==> config.mk <==
export PLATFORM = sky130hd
export DESIGN_NAME = trs_round_sat
export DESIGN_NICKNAME = d
export VERILOG_FILES = /design/src/hw/rtl/trs_pkg.sv /design/src/hw/rtl/trs_round_sat.sv
export SDC_FILE = /design/constraint.sdc
export NUM_CORES = 1
export LEC_CHECK = 0
export BUFFER_PORTS_ARGS = -buffer_cell sky130_fd_sc_hd__buf_2
export CORE_AREA = 2 2 292 294
export CTS_CLUSTER_SIZE = 25
export DETAILED_ROUTE_END_ITERATION = 10
export DIE_AREA = 0 0 294 296
export GPL_ROUTABILITY_DRIVEN = 0
export HOLD_SLACK_MARGIN = 0.1
export PLACE_DENSITY = 0.47
export SYNTH_ARGS = -nofsm -noshare
export SYNTH_HDL_FRONTEND = slang
export SYNTH_SLANG_ARGS = --single-unit
==> constraint.sdc <==
create_clock -name clk -period 1 [get_ports clk]
set_input_delay 0.2 -clock clk [delete_from_list [all_inputs] [get_ports clk]]
set_output_delay 0.2 -clock clk [all_outputs]
set_load 0.05 [all_outputs]
==> src/hw/rtl/trs_pkg.sv <==
// Shared types, constants and rounding function for the TRS-to-matrix pipeline.
// No dependencies; imported by every module under hw/rtl.
package trs_pkg;

	typedef logic signed [15:0] quat_t;   // Q2.14
	typedef logic signed [15:0] scale_t;  // Q8.8
	typedef logic signed [31:0] q16_t;    // Q16.16
	typedef logic signed [31:0] prod_t;   // Q4.28 quaternion product
	typedef logic signed [33:0] term_t;   // Q.28 rotation term
	typedef logic signed [49:0] scaled_t; // Q.36 scaled term
	typedef logic signed [50:0] rnd_t;

	localparam int unsigned NUM_ENT = 9;
	localparam int unsigned NUM_AXIS = 3;

	localparam term_t ONE_Q28  = term_t'(1) <<< 28;
	localparam rnd_t  RND_HALF = rnd_t'(1) <<< 19;

	typedef struct packed {
		prod_t xx;
		prod_t xy;
		prod_t xz;
		prod_t xw;
		prod_t yy;
		prod_t yz;
		prod_t yw;
		prod_t zz;
		prod_t zw;
	} quat_prod_t;

	typedef term_t   term_arr_t   [NUM_ENT];
	typedef scaled_t scaled_arr_t [NUM_ENT];
	typedef q16_t    q16_arr_t    [NUM_ENT];
	typedef scale_t  scale_arr_t  [NUM_AXIS];

	// Q.36 -> Q16.16, round half up. |p| <= 2^47, so the result always fits
	// in 31 bits and the saturation bound is never reached.
	function automatic q16_t round_q16(scaled_t p);
		rnd_t t;
		t = rnd_t'(p) + RND_HALF;
		return q16_t'(t >>> 20);
	endfunction

endpackage

==> src/hw/rtl/trs_round_sat.sv <==
// Stage 4: rounds Q.36 entries to Q16.16 into the output register.
// Depends on trs_pkg.
module trs_round_sat import trs_pkg::*; (
	input  logic        clk,
	input  logic        arst_n,
	input  logic        en,
	input  logic        vld_in,
	input  scaled_arr_t scaled,
	output logic        vld_s4,
	output q16_arr_t    ent_s4
);

	always_ff @(posedge clk or negedge arst_n) begin
		if (!arst_n) begin
			vld_s4 <= 1'b0;
		end else if (en) begin
			vld_s4 <= vld_in;
		end
	end

	for (genvar i = 0; i < NUM_ENT; i++) begin : g_ent
		always_ff @(posedge clk) begin
			if (en && vld_in) begin
				ent_s4[i] <= round_q16(scaled[i]);
			end
		end
	end

endmodule

==> results.toml <==
[outcome]
outcome = "complete, but fails checks"
violations = "setup timing"

[floorplan]
fp.coreArea_um2 = 84200
die_area_um2 = 87000
start_util = 0.163
ios = 743
die_w_um = 294
die_height_um = 296
std_cell_rows = 107

[synthesis]
synthFlopType = "edfxtp_1"
async_flop_share = 0.00357
yosysMostFrequentCell = "edfxtp_1"
syn_nets = 1553
synth_area_um2 = 13800
synth.area.top_cells = "edfxtp_1 61%, xnor2_1 12%, xor2_1 5.1%, nand3_1 4.3%, nand4_1 4.0%"
yosysUniqueCellTypes = 37
yosysTopAreaCell = "edfxtp_1"
synth_seq_cells = 280
synth_seq_area_share = 0.611
synth_top_area_share = 0.609
syn_avg_cell_area_um2 = 12.6
syn_inst = 1089
ys_warn_count = 0
synth_common_cells = "279 x edfxtp_1, 181 x xnor2_1, 118 x nand3_1"
synth_edf_count = 279

[clock_tree]
clkTransAtPathRegs_ps = 60
cts_sinks = 280
clkLatencyLatePin_ps = 540
htreeDepth = 2
cts_tree = "done"
cts_buffers = 38
cts_buffer_depth = 3
cts-root-buf = "clkbuf_16"

[drt]
totalWireLength_um = 61800
ant_nets = 0
drcViolationCount = 0
first_pass_iters = 4
drt_iter0_markers = 378
num_vias = 14200
routed_via_density = 4.01
drt-wirelength-per-cell_um = 17.5

[sta]
slew_violations = 0
max_slew_margin = 0.741
finalCritPeriodShare = 1.49
fin_skew_ps = 0
final-hold-violation-count = 0
rsz0062_at_grt = "true"
fin_crit_ps = 1490
finalSetupViolations = 359
fin_ws_ps = -494
fin_tns_setup_ps = -95200
worst_slew_pin_slew_ps = 385
max_clock_freq_mhz = 669

[setup_path]
rr_endpoint = "vld_s4$_DFFE_PN0P_"
critical_path.startpoint = "ent_s4[126]$_DFFE_PP_"
r2r-start = "vld_s4$_DFFE_PN0P_"
path_buf_inv = 1
worstPathMaxFanout = 2
cp_data_arrival_time_ps = 1290
path_cells = "buf_6"
cpPeakStageDelay_ps = 530
required_ps = 800
end_kind = "primary output"
crit_family = "flip-flops"
critPathLaunchType = "flip-flop"
r2r_cells = 1
rrSetupSlack_ps = 230
crit_type = "reg -> out"
cp_slowest_cell = "edfxtp_1"

[global_routing]
top_usage_layer = "met2"
grt_pass1_wl_um = 88300
use_met3 = 0.0431
gr-total-overflow = 0
grt.total_usage = 0.133
grt_max_degree = 18
gr-usage-met2 = 0.232
met1_usage = 0.147
grt_pass1_vias = 15000
antenna_found_initial = 21

[min_path]
hp-class = "in -> reg"
min_from = "scaled[346]"
worstHoldEndpoint = "ent_s4[218]$_DFFE_PP_"
hold_depth = 3

[pwr]
p_leak_nw = 12.3
ir_drop_v = 0.00121
p_seq_frac = 0.372
pwr-share-clk = 0.381
sw_frac_of_total = 0.296
powerDensity_nw_per_um2 = 1300
switchingPower_mw = 11.4
internal-power_mw = 27.2
p_comb_frac = 0.247

[placed_design]
numPortBuffers = 571
place_ws_ps = -873
hpwl_um = 45800

[finish]
area.growth.synth_to_final_pct = 116
drive_gt1_frac = 0.534
num-fill-cells = 8183
nets = 2865

[run]
max_cap_violations = 0
==> power groups by stage <==
stage                     registers, mW  clock network (mW)  logic, mW
after global routing               14.4                15.6       9.98
after global placement             14.4                   0       7.39
final                              14.3                14.7       9.52
after CTS                          14.3                15.2       9.29
after detailed placement           14.4                   0       7.45
after floorplan                    17.1                   0       1.18
==> logic make-up (layout without fill, tap and decap cells) <==
logic type / count (synthesis) / in the layout / synth area share
adders and majority gates: 10 / 10 / 0.00910
other: 0 / 12 / 0
buffers and inverters: 50 / 1389 / 0.0168
and+or+nand+nor: 480 / 482 / 0.192
xor gates and xnor gates: 261 / 261 / 0.166
muxes: 1 / 1 / 0.000818
DFF: 280 / 280 / 0.611
AOI/OAI and AO/OA: 7 / 7 / 0.00391
==> cells in the final DEF, fill, tap and decap left out, types with 8 or more instances in the layout <==
master,netlist,final
dlygate4sd3_1,0,245
xnor2_1,181,169
nand3_1,118,62
and3_4,0,8
and4_1,18,18
nor3_4,0,16
buf_8,0,13
nor2_2,0,9
buf_6,1,347
edfxtp_1,279,279
nand3_4,0,20
nor4_4,3,35
buf_4,9,406
nor2_1,50,30
diode_2,0,12
nand2_1,87,69
inv_1,23,23
nand4_1,87,87
nor2_4,0,11
ha_4,0,10
clkbuf_16,0,43
xnor2_2,0,12
xor2_1,80,78
nand3_2,0,36
buf_2,2,234
nand2_2,0,12
and3_1,31,23
nor3_2,1,11
dlymetal6s4s_1,0,13
buf_12,0,34
==> worst max-delay path by stage <==
stage	endpoint	slack, ps	depth (start not counted)
CTS	ent_s4[30]	-520	1
floorplan	ent_s4[0]$_DFFE_PP_	-1590	1
finish	ent_s4[126]	-490	1
global route	ent_s4[30]	-530	1
global placement	ent_s4[251]$_DFFE_PP_	-820	6
detailed placement	ent_s4[245]$_DFFE_PP_	-870	6
==> metal layers <==
layer | share of wire | wire length [um]
met1 | 0.38 | 23500
met2 | 0.50 | 31200
met3 | 0.073 | 4540
met4 | 0.041 | 2530
met5 | 0.0016 | 97
==> sequential cells by signal, summed over array words and instances (netlist names) <==
register	cells
ent_s4	279
vld_s4	1
==> cell type report <==
class                   instances  area [um^2]  area share
inverters                      25         93.8     0.00316
clock inverters                22          283     0.00954
clock buffers                  47         1050      0.0354
flip-flops and latches        280         8400       0.283
repair buffers               1295        11700       0.394
well taps                    1090         1360      0.0460
diodes                         12         30.0     0.00101
multi-input cells             761         6740       0.227
==> through the flow <==
stage	instances	util	cell area, um^2	power (mW)	hold slack, ps
6_report	3532	0.352	29700	38.6	99.1
5_1_grt	3530	0.352	29700	39.9	98.2
4_1_cts	3494	0.339	28600	38.8	100
3_5_place_dp	3144	0.266	22400	21.8	-22.7
3_3_place_gp	3144	0.266	22400	21.8	-21.2
2_1_floorplan	1089	-	14900	18.3	-95.6
==> what timing repair did <==
action	CTS	global route
gates cloned	4	3
pin swaps	39	105
hold endpoints to repair	260	10
buffers inserted	17	28
resized for setup	622	172
endpoints found under the setup margin	348	429
hold buffers	260	10
(Power assumes the default switching activity.)
