## src/hw/rtl/trs_pkg.sv

```systemverilog
// Shared types, constants and rounding function for the TRS-to-matrix pipeline.
// No dependencies; imported by every module under hw/rtl.
package trs_pkg;

	typedef logic signed [15:0] quat_t;   // Q2.14
	typedef logic signed [15:0] scale_t;  // Q8.8
	typedef logic signed [31:0] q16_t;    // Q16.16
	typedef logic signed [31:0] prod_t;   // Q4.28 quaternion product
	typedef logic signed [33:0] term_t;   // Q.28 rotation term
	typedef logic signed [49:0] scaled_t; // Q.36 scaled term
	typedef logic signed [50:0] rnd_t;

	localparam int unsigned NUM_ENT = 9;
	localparam int unsigned NUM_AXIS = 3;

	localparam term_t ONE_Q28  = term_t'(1) <<< 28;
	localparam rnd_t  RND_HALF = rnd_t'(1) <<< 19;

	typedef struct packed {
		prod_t xx;
		prod_t xy;
		prod_t xz;
		prod_t xw;
		prod_t yy;
		prod_t yz;
		prod_t yw;
		prod_t zz;
		prod_t zw;
	} quat_prod_t;

	typedef term_t   term_arr_t   [NUM_ENT];
	typedef scaled_t scaled_arr_t [NUM_ENT];
	typedef q16_t    q16_arr_t    [NUM_ENT];
	typedef scale_t  scale_arr_t  [NUM_AXIS];

	// Q.36 -> Q16.16, round half up. |p| <= 2^47, so the result always fits
	// in 31 bits and the saturation bound is never reached.
	function automatic q16_t round_q16(scaled_t p);
		rnd_t t;
		t = rnd_t'(p) + RND_HALF;
		return q16_t'(t >>> 20);
	endfunction

endpackage

```

## src/hw/rtl/trs_rot_term.sv

```systemverilog
// Stage 2: combines products into the nine Q.28 rotation terms.
// Depends on trs_pkg.
module trs_rot_term import trs_pkg::*; (
	input  logic       clk,
	input  logic       arst_n,
	input  logic       en,
	input  logic       vld_in,
	input  quat_prod_t prod,
	input  scale_arr_t scale_in,
	output logic       vld_s2,
	output term_arr_t  term_s2,
	output scale_arr_t scale_s2
);

	term_arr_t term_d;

	// Products widen to 34 bits before summing; doubled sums reach +-2^32.
	always_comb begin
		term_d[0] = ONE_Q28 - ((term_t'(prod.yy) + term_t'(prod.zz)) <<< 1);
		term_d[1] = (term_t'(prod.xy) + term_t'(prod.zw)) <<< 1;
		term_d[2] = (term_t'(prod.xz) - term_t'(prod.yw)) <<< 1;
		term_d[3] = (term_t'(prod.xy) - term_t'(prod.zw)) <<< 1;
		term_d[4] = ONE_Q28 - ((term_t'(prod.xx) + term_t'(prod.zz)) <<< 1);
		term_d[5] = (term_t'(prod.yz) + term_t'(prod.xw)) <<< 1;
		term_d[6] = (term_t'(prod.xz) + term_t'(prod.yw)) <<< 1;
		term_d[7] = (term_t'(prod.yz) - term_t'(prod.xw)) <<< 1;
		term_d[8] = ONE_Q28 - ((term_t'(prod.xx) + term_t'(prod.yy)) <<< 1);
	end

	always_ff @(posedge clk or negedge arst_n) begin
		if (!arst_n) begin
			vld_s2 <= 1'b0;
		end else if (en) begin
			vld_s2 <= vld_in;
		end
	end

	always_ff @(posedge clk) begin
		if (en && vld_in) begin
			term_s2  <= term_d;
			scale_s2 <= scale_in;
		end
	end

endmodule

```

## config.mk

```make
export PLATFORM = sky130hd
export DESIGN_NAME = trs_rot_term
export DESIGN_NICKNAME = d
export VERILOG_FILES = /design/src/hw/rtl/trs_pkg.sv /design/src/hw/rtl/trs_rot_term.sv
export SDC_FILE = /design/constraint.sdc
export NUM_CORES = 1
export LEC_CHECK = 0
export ABC_AREA = 0
export BUFFER_PORTS_ARGS = -buffer_cell sky130_fd_sc_hd__buf_2
export CAP_MARGIN = 20
export CORE_MARGIN = 3
export CORE_UTILIZATION = 34
export CTS_CLUSTER_SIZE = 16
export DETAILED_ROUTE_END_ITERATION = 7
export HOLD_SLACK_MARGIN = 0.03
export SLEW_MARGIN = 20
export SYNTH_ARGS = -nofsm -noshare
export SYNTH_HDL_FRONTEND = slang
export SYNTH_SLANG_ARGS = --single-unit
```

## constraint.sdc

```tcl
create_clock -name clk -period 0.8 [get_ports clk]
set_input_delay 0.12 -clock clk [delete_from_list [all_inputs] [get_ports clk]]
set_output_delay 0.12 -clock clk [all_outputs]
set_load 0.05 [all_outputs]
```

==> results.md, run 1 <==
* Fin worst setup slack at -2450 ps
* DP Worst Slack at -3080 ps
* CP endpoint kind: register
* P per Cell Area at 1760 mW/mm^2
* Synth cell types at 99
* Synth area leader: edfxtp_1
* Vias at 28200
* Via/cell ratio at 4.90
* Count of warnings emitted by yosys at 0
* Worst Path Buf+Inv at 4
* Layout cells sized above 1 at 53.8%
* Primary FF master, synth: edfxtp_1
* Antenna viol nets, final at 0
* Max Buffers Root-to-Sink at 3
* Worst Skew at 0 ps
* CP Max Fanout at 3
* Io pins at 695
* Multi-input gate area at 0.0192 sq mm
* Total CTS buffers at 44
* Hold slack final at -5.29 ps
* Post-synth EDFFs at 342
* Fillers at 6359
* CP startpoint kind: input port
* Synth area leaders: edfxtp_1, ha_1, xnor2_1
* Critical-path top delay cell: or4_4
* First-pass GRT wire length at 158000 microns
* Syn-to-layout area delta at 76.8%
* Hold Crit Class: input port to register
* Skew-Pair Late Insertion Delay at 570 ps
* RSZ-0062 raised after global routing: true
* Largest delay contributor family on the critical path: simple AND/OR/NAND/NOR gates
* Die ar. at 0.0823 sq mm
* Status: finished, violations left
* Starting DRC count in detailed routing at 1265
* TritonCTS Sinks at 343
* TritonCTS clock tree: yes
* Critical Path RT at 1140 ps
* Largest stage delay, worst path at 520 ps
* Worst VDD drop at 0.00185 V
* H-tree levels at 2
* Synthesized flop and latch total at 343
* Layout Nets at 5304
* Die H at 287 microns
* Initial antenna violation count at 24
* Mapped Area at 0.0268 sq mm
* Worst-path clk slew at 60 ps
* Final setup violation count at 622
* Largest net degree at the start of global routing at 38
* Port Buf Inserts at 685
* Arr. time, crit path at 3590 ps
* FF+latch area at 0.0103 sq mm
* Register area share after synthesis at 38.4%
* Starting density of the core at 34.4%
* RePlAce Congestion at 0.922
* DRC violations left at 0
* Fraction of registers with async set/reset at 0.292%
* Cts hold-fix bufs at 59
* Total wire length at 106000 microns
* Core area at 0.0778 sq mm
* Synthesized instance count at 2757
* Failing checks: hold timing, setup timing
* Setup Crit Path Kind: input port to register
* Setup tns final at -517850 ps
* Max_slew headroom at 63.9%
* Width of the die at 287 microns
* Post-Syn Area per Cell at 9.73 sq um
* Tcrit/Tclk final at 407%
* Library cell with the highest instance count after synthesis: edfxtp_1
* Overflow after GRT at 0
* CP dominant cell by count: a211o_1
* Post-DP HPWL at 86000 microns
* Share of the synthesized area in the top cell type at 38.3%
* Max cap viols at 0
* DR WL/cell at 18.5 microns
* Post-synth top cells: edfxtp_1, ha_1, nor2_1
* Actual slew at the worst max-slew pin at 537 ps
* Crit path cell chain: buf_8 -> ha_4 -> a21o_1 -> and4_4 -> or4_4 -> a211o_1 -> a211o_1 -> buf_4 -> buf_6 -> or3b_4 -> inv_2 -> and4b_2 -> nand3_4 -> o31ai_4 -> nand3b_1 -> xnor2_1
* Clk root buf: clkbuf_16
* Number of global-route vias before repair at 28600
* Lkg Pwr at 0.0215 uW
* F_max at 307 MHz
* Std-Cell Rows at 102
* Tmin final at 3250 ps
* Final Hold Viols at 1
* Tot GR Track Use at 24.5%
* DR pass1 iterations at 5
* Max Slew Vio Count at 0
[layout by cell type (no fill, tap or decap), drive strengths merged, types with 68 or more instances in the layout]
cell / instances
o21ai: 118
a21o: 78
xor2: 88
ha: 291
inv: 225
nor2: 246
a21oi: 215
nor3: 68
nand2: 129
buf: 1886
xnor2: 238
edfxtp: 342
[flip-flops by register name, indices dropped and copies added (netlist names)]
name	flops
scale_s2	48
term_s2	294
vld_s2	1
[kinds of logic (layout without fill, tap and decap cells)]
family          after synthesis  after routing  share of synthesized area, %
xor+xnor                    326            326                          10.6
compound gates              713            713                          17.8
other cells                   1             30                        0.0140
simple gates                750            750                          14.0
mux                           9              9                         0.350
fa+ha+maj                   300            300                          14.2
buf+inv                     315           2249                          4.61
flops                       343            343                          38.4
[power by group]
group | internal [uW] | leakage [uW] | switching [uW]
clock network | 12000 | 0.000705 | 8510
logic | 17400 | 0.0176 | 21900
registers | 22700 | 0.00322 | 726
total | 52100 | 0.0215 | 31100
[per-layer routing]
layer / routed length [microns] / share of wire, % / track usage, %
met2: 55100 / 52 / 45.4
met3: 6570 / 6.2 / 4.83
met4: 4380 / 4.1 / 9.16
met1: 40400 / 38 / 27.6
met5: 27 / 0.025 / 0
[path summary, 6_finish.rpt]
check                                to  slack, ps  startpoint  cells past startpoint
max reg2reg                      vld_s2         40      vld_s2                      1
min                        term_s2[101]         -5   prod[223]                      4
min in group asynchronous        vld_s2        410      arst_n                      3
max                         term_s2[32]      -2450   prod[129]                     16
max in group asynchronous        vld_s2        270      arst_n                      3
min reg2reg                      vld_s2        530      vld_s2                      1
[what timing repair did]
action	4_1_cts	5_1_grt
hold endpoints to repair	62	2
gates resized for setup	393	223
setup endpoints to repair	617	618
pin swaps	243	236
buffers inserted	96	94
[area by class of cell]
| class | instances | share of cell area, % |
|---|---|---|
| Clock inverter | 30 | 0.707 |
| Sequential cell | 343 | 21.7 |
| Clock buffer | 51 | 2.42 |
| Inverter | 223 | 2.06 |
| Antenna cell | 21 | 0.111 |
| Timing Repair Buffer | 1945 | 29.8 |
| Multi-Input combinational cell | 2107 | 40.4 |
| Tap cell | 1040 | 2.74 |
[through the flow]
step | utilization (%) | hold slack, ps | area (sq um) | total power [uW] | std cells
after global placement | 52.9 | -81.3 | 41200 | 58000 | 5443
after floorplan | - | -176 | 28900 | 44100 | 2765
final | 60.9 | -5.29 | 47400 | 83200 | 5760
after global routing | 60.9 | 1.99 | 47400 | 87200 | 5756
after detailed placement | 52.9 | -83.0 | 41200 | 58300 | 5443
after CTS | 58.7 | -55.7 | 45700 | 81900 | 5667
[worst min-delay path: cells and delay by family]
kind | cells | cell delay (ps)
fa+ha+maj | 1 | 150
buf+inv | 1 | 90
simple gates | 2 | 110
No activity file was read; power rests on OpenSTA's default activity.
==> inputs of run 2 (changes only) <==
- ABC_AREA: 0 -> 1
- SKIP_CTS_REPAIR_TIMING: unset -> 1
==> results.md, run 2 <==
* Width of the die at 318 microns (+11%)
* TritonCTS clock tree: yes
* Top flop regs: term_s2: 294 flops, scale_s2: 48 flops, vld_s2: 1 flops
* Port Buf Inserts at 685 (unchanged)
* Io pins at 695 (unchanged)
* Fraction of registers with async set/reset at 0.292% (unchanged)
* Clk root buf: clkbuf_16
* Synth cell types at 54 (-45%)
* Tot GR Track Use at 25.7% (+1.2 points)
* Layout cells sized above 1 at 43.1% (-11 points)
* CP startpoint kind: input port
* Largest stage delay, worst path at 650 ps (+130 ps)
* Synth area leader: edfxtp_1
* Max Buffers Root-to-Sink at 3 (unchanged)
* CP Depth at 18 (+2)
* Overflow after GRT at 0 (unchanged)
* Dpl cell area at 0.0485 sq mm (+18%)
* Commonest non-fill, non-tap cell in the layout: buf_4
* Actual slew at the worst max-slew pin at 525 ps (-12.5 ps)
* Share of the synthesized area in the top cell type at 31.1% (-7.2 points)
* Post-route insts no fill at 7879 (+37%)
* DRC violations left at 0 (unchanged)
* Critical Path RT at 1160 ps (+20 ps)
* Largest delay contributor family on the critical path: simple AND/OR/NAND/NOR gates
* Max cap viols at 0 (unchanged)
* Initial antenna violation count at 9 (-63%)
* Most frequent cells in the layout: buf_4, nand2_1, inv_1
* Skew-Pair Late Insertion Delay at 580 ps (about the same)
* CP endpoint kind: register
* Synthesized instance count at 4703 (+71%)
* Hold Crit Class: input port to register
* Worst Skew at 0 ps (unchanged)
* Synth area leaders: edfxtp_1, nand2_1, ha_1
* Status: finished, violations left
* Max reg flops at 294 (unchanged)
* Total CTS buffers at 41 (-6.8%)
* Post-synth top cells: nand2_1, inv_1, nor2_1
* Setup tns final at -517620 ps (+229 ps)
* Post-DP HPWL at 118000 microns (+37%)
* Final Hold Viols at 1 (unchanged)
* H-tree levels at 2 (unchanged)
* CP Max Fanout at 3 (unchanged)
* Die ar. at 0.101 sq mm (+23%)
* Critical-path top delay cell: fa_2
* Die H at 318 microns (+11%)
* Arr. time, crit path at 2410 ps (-1180 ps)
* Hold slack final at -129 ps (-123 ps)
* Starting DRC count in detailed routing at 2549 (+100%)
* Fillers at 9073 (+43%)
* Final core occ at 55.5% (-5.4 points)
* Worst-path clk slew at 60 ps (about the same)
* Lkg Pwr at 0.0265 uW (+23%)
* DR WL/cell at 17.5 microns (-5.1%)
* Post-synth EDFFs at 342 (unchanged)
* Failing checks: hold timing, setup timing
* Max Slew Vio Count at 0 (unchanged)
* Syn-to-layout area delta at 60.6%
* Setup Crit Path Kind: input port to register
* Core area at 0.0956 sq mm (+23%)
* Number of global-route vias before repair at 35900 (+26%)
* Final setup violation count at 959 (+54%)
* F_max at 486 MHz (+58%)
* Largest net degree at the start of global routing at 29 (-24%)
* TritonCTS Sinks at 343 (unchanged)
* Fin worst setup slack at -1260 ps (+1200 ps)
* Synthesized flop and latch total at 343 (unchanged)
* P per Cell Area at 1610 mW/mm^2 (-8.5%)
* Starting density of the core at 34.5% (+0.084 points)
* Final Cell Area at 0.0530 sq mm (+12%)
* Antenna viol nets, final at 0 (unchanged)
* Dpl cells at 7711 (+42%)
* Vias at 37600 (+33%)
* Via/cell ratio at 4.78 (-2.5%)
* Tcrit/Tclk final at 257% (-150 points)
* Total wire length at 138000 microns (+30%)
* Max_slew headroom at 64.6% (+0.72 points)
* FF+latch area at 0.0103 sq mm (unchanged)
* WHS Path Cells at 3 (-1)
* Primary FF master, synth: edfxtp_1
* Library cell with the highest instance count after synthesis: nand2_1
* Top reg by flops: term_s2
* Std-Cell Rows at 113 (+11%)
* Mapped Area at 0.0330 sq mm (+23%)
* Worst VDD drop at 0.00142 V (-23%)
* DR pass1 iterations at 6 (+1)
* First-pass GRT wire length at 203000 microns (+29%)
* Tmin final at 2060 ps (-1200 ps)
* Count of warnings emitted by yosys at 0 (unchanged)
* CP dominant cell by count: nor2_4
* RSZ-0062 raised after global routing: true
* Multi-input gate area at 0.0230 sq mm (+20%)
* Worst Path Buf+Inv at 3 (-1)
* RePlAce Congestion at 1.04 (+13%)
* Layout Nets at 7220 (+36%)
* Crit path cell chain: buf_8 -> ha_4 -> inv_2 -> fa_2 -> ha_2 -> inv_2 -> nor2_4 -> nand2_2 -> nor2_4 -> nand2_2 -> nor2_4 -> nand3_4 -> nor2_4 -> nand2_4 -> nor2_4 -> nand2_2 -> nand3_2 -> nand2_1
* Post-Syn Area per Cell at 7.02 sq um (-28%)
* Register area share after synthesis at 31.2% (-7.2 points)
* Reg2Reg Depth at 2 (+1)
* Flop2flop setup slack at 90 ps (+50 ps)
[run 2: cells by family (layout without fill, tap and decap cells)]
family / Yosys count / after routing / share of synthesized area (%)
other cells: 1 / 12 / 0.0114
buf+inv: 962 / 2862 / 11.2
flops: 343 / 343 / 31.2
simple gates: 2269 / 2269 / 29.2
xor+xnor: 244 / 244 / 6.47
fa+ha+maj: 300 / 300 / 11.6
compound gates: 584 / 584 / 10.3
[run 2: cell type report]
| class | count | share of cell area [%] |
|---|---|---|
| clock inverter | 23 | 0.404 |
| sequential | 343 | 19.4 |
| multi-input combinational | 3406 | 43.3 |
| inverter | 866 | 6.50 |
| clock buffer | 51 | 2.06 |
| antenna | 3 | 0.0142 |
| tap | 1265 | 2.99 |
| timing repair buffer | 1922 | 25.3 |
[run 2: routing by layer]
layer | up-vias | routed length, microns | share of wire (%) | GRT usage, %
met5 | - | 61 | 0.044 | 0
met4 | 10 | 4500 | 3.3 | 7.33
met3 | 215 | 8840 | 6.4 | 3.99
met2 | 1161 | 64500 | 47 | 43.3
met1 | 17500 | 60300 | 44 | 34.1
li1 | 18800 | - | - | -
[run 2: path summary, 6_finish.rpt]
path / start / end
worst min-delay path: vld_in / vld_s2
worst max register to register: vld_s2 / vld_s2
worst max-delay path: prod[256] / term_s2[167]
max in group asynchronous: arst_n / vld_s2
worst min register to register: vld_s2 / vld_s2
min in group asynchronous: arst_n / vld_s2
[run 2: worst register-to-register path: cells and delay by family (launching register included)]
kind	cells	cell delay, ps
compound gates	1	200
flops	1	360
buf+inv	1	50
[run 2: per-stage QoR]
step | setup slack (ps) | power (uW)
floorplan | -4880 | 46300
global placement | -2080 | 63200
detailed placement | -2090 | 63600
CTS | -1450 | 82700
global route | -1370 | 89700
finish | -1260 | 85100
[run 2: power breakdown]
part           switching, uW  internal [uW]
Sequential               629          22500
Clock                   7950          10700
Combinational          26300          17000
Total                  34900          50300
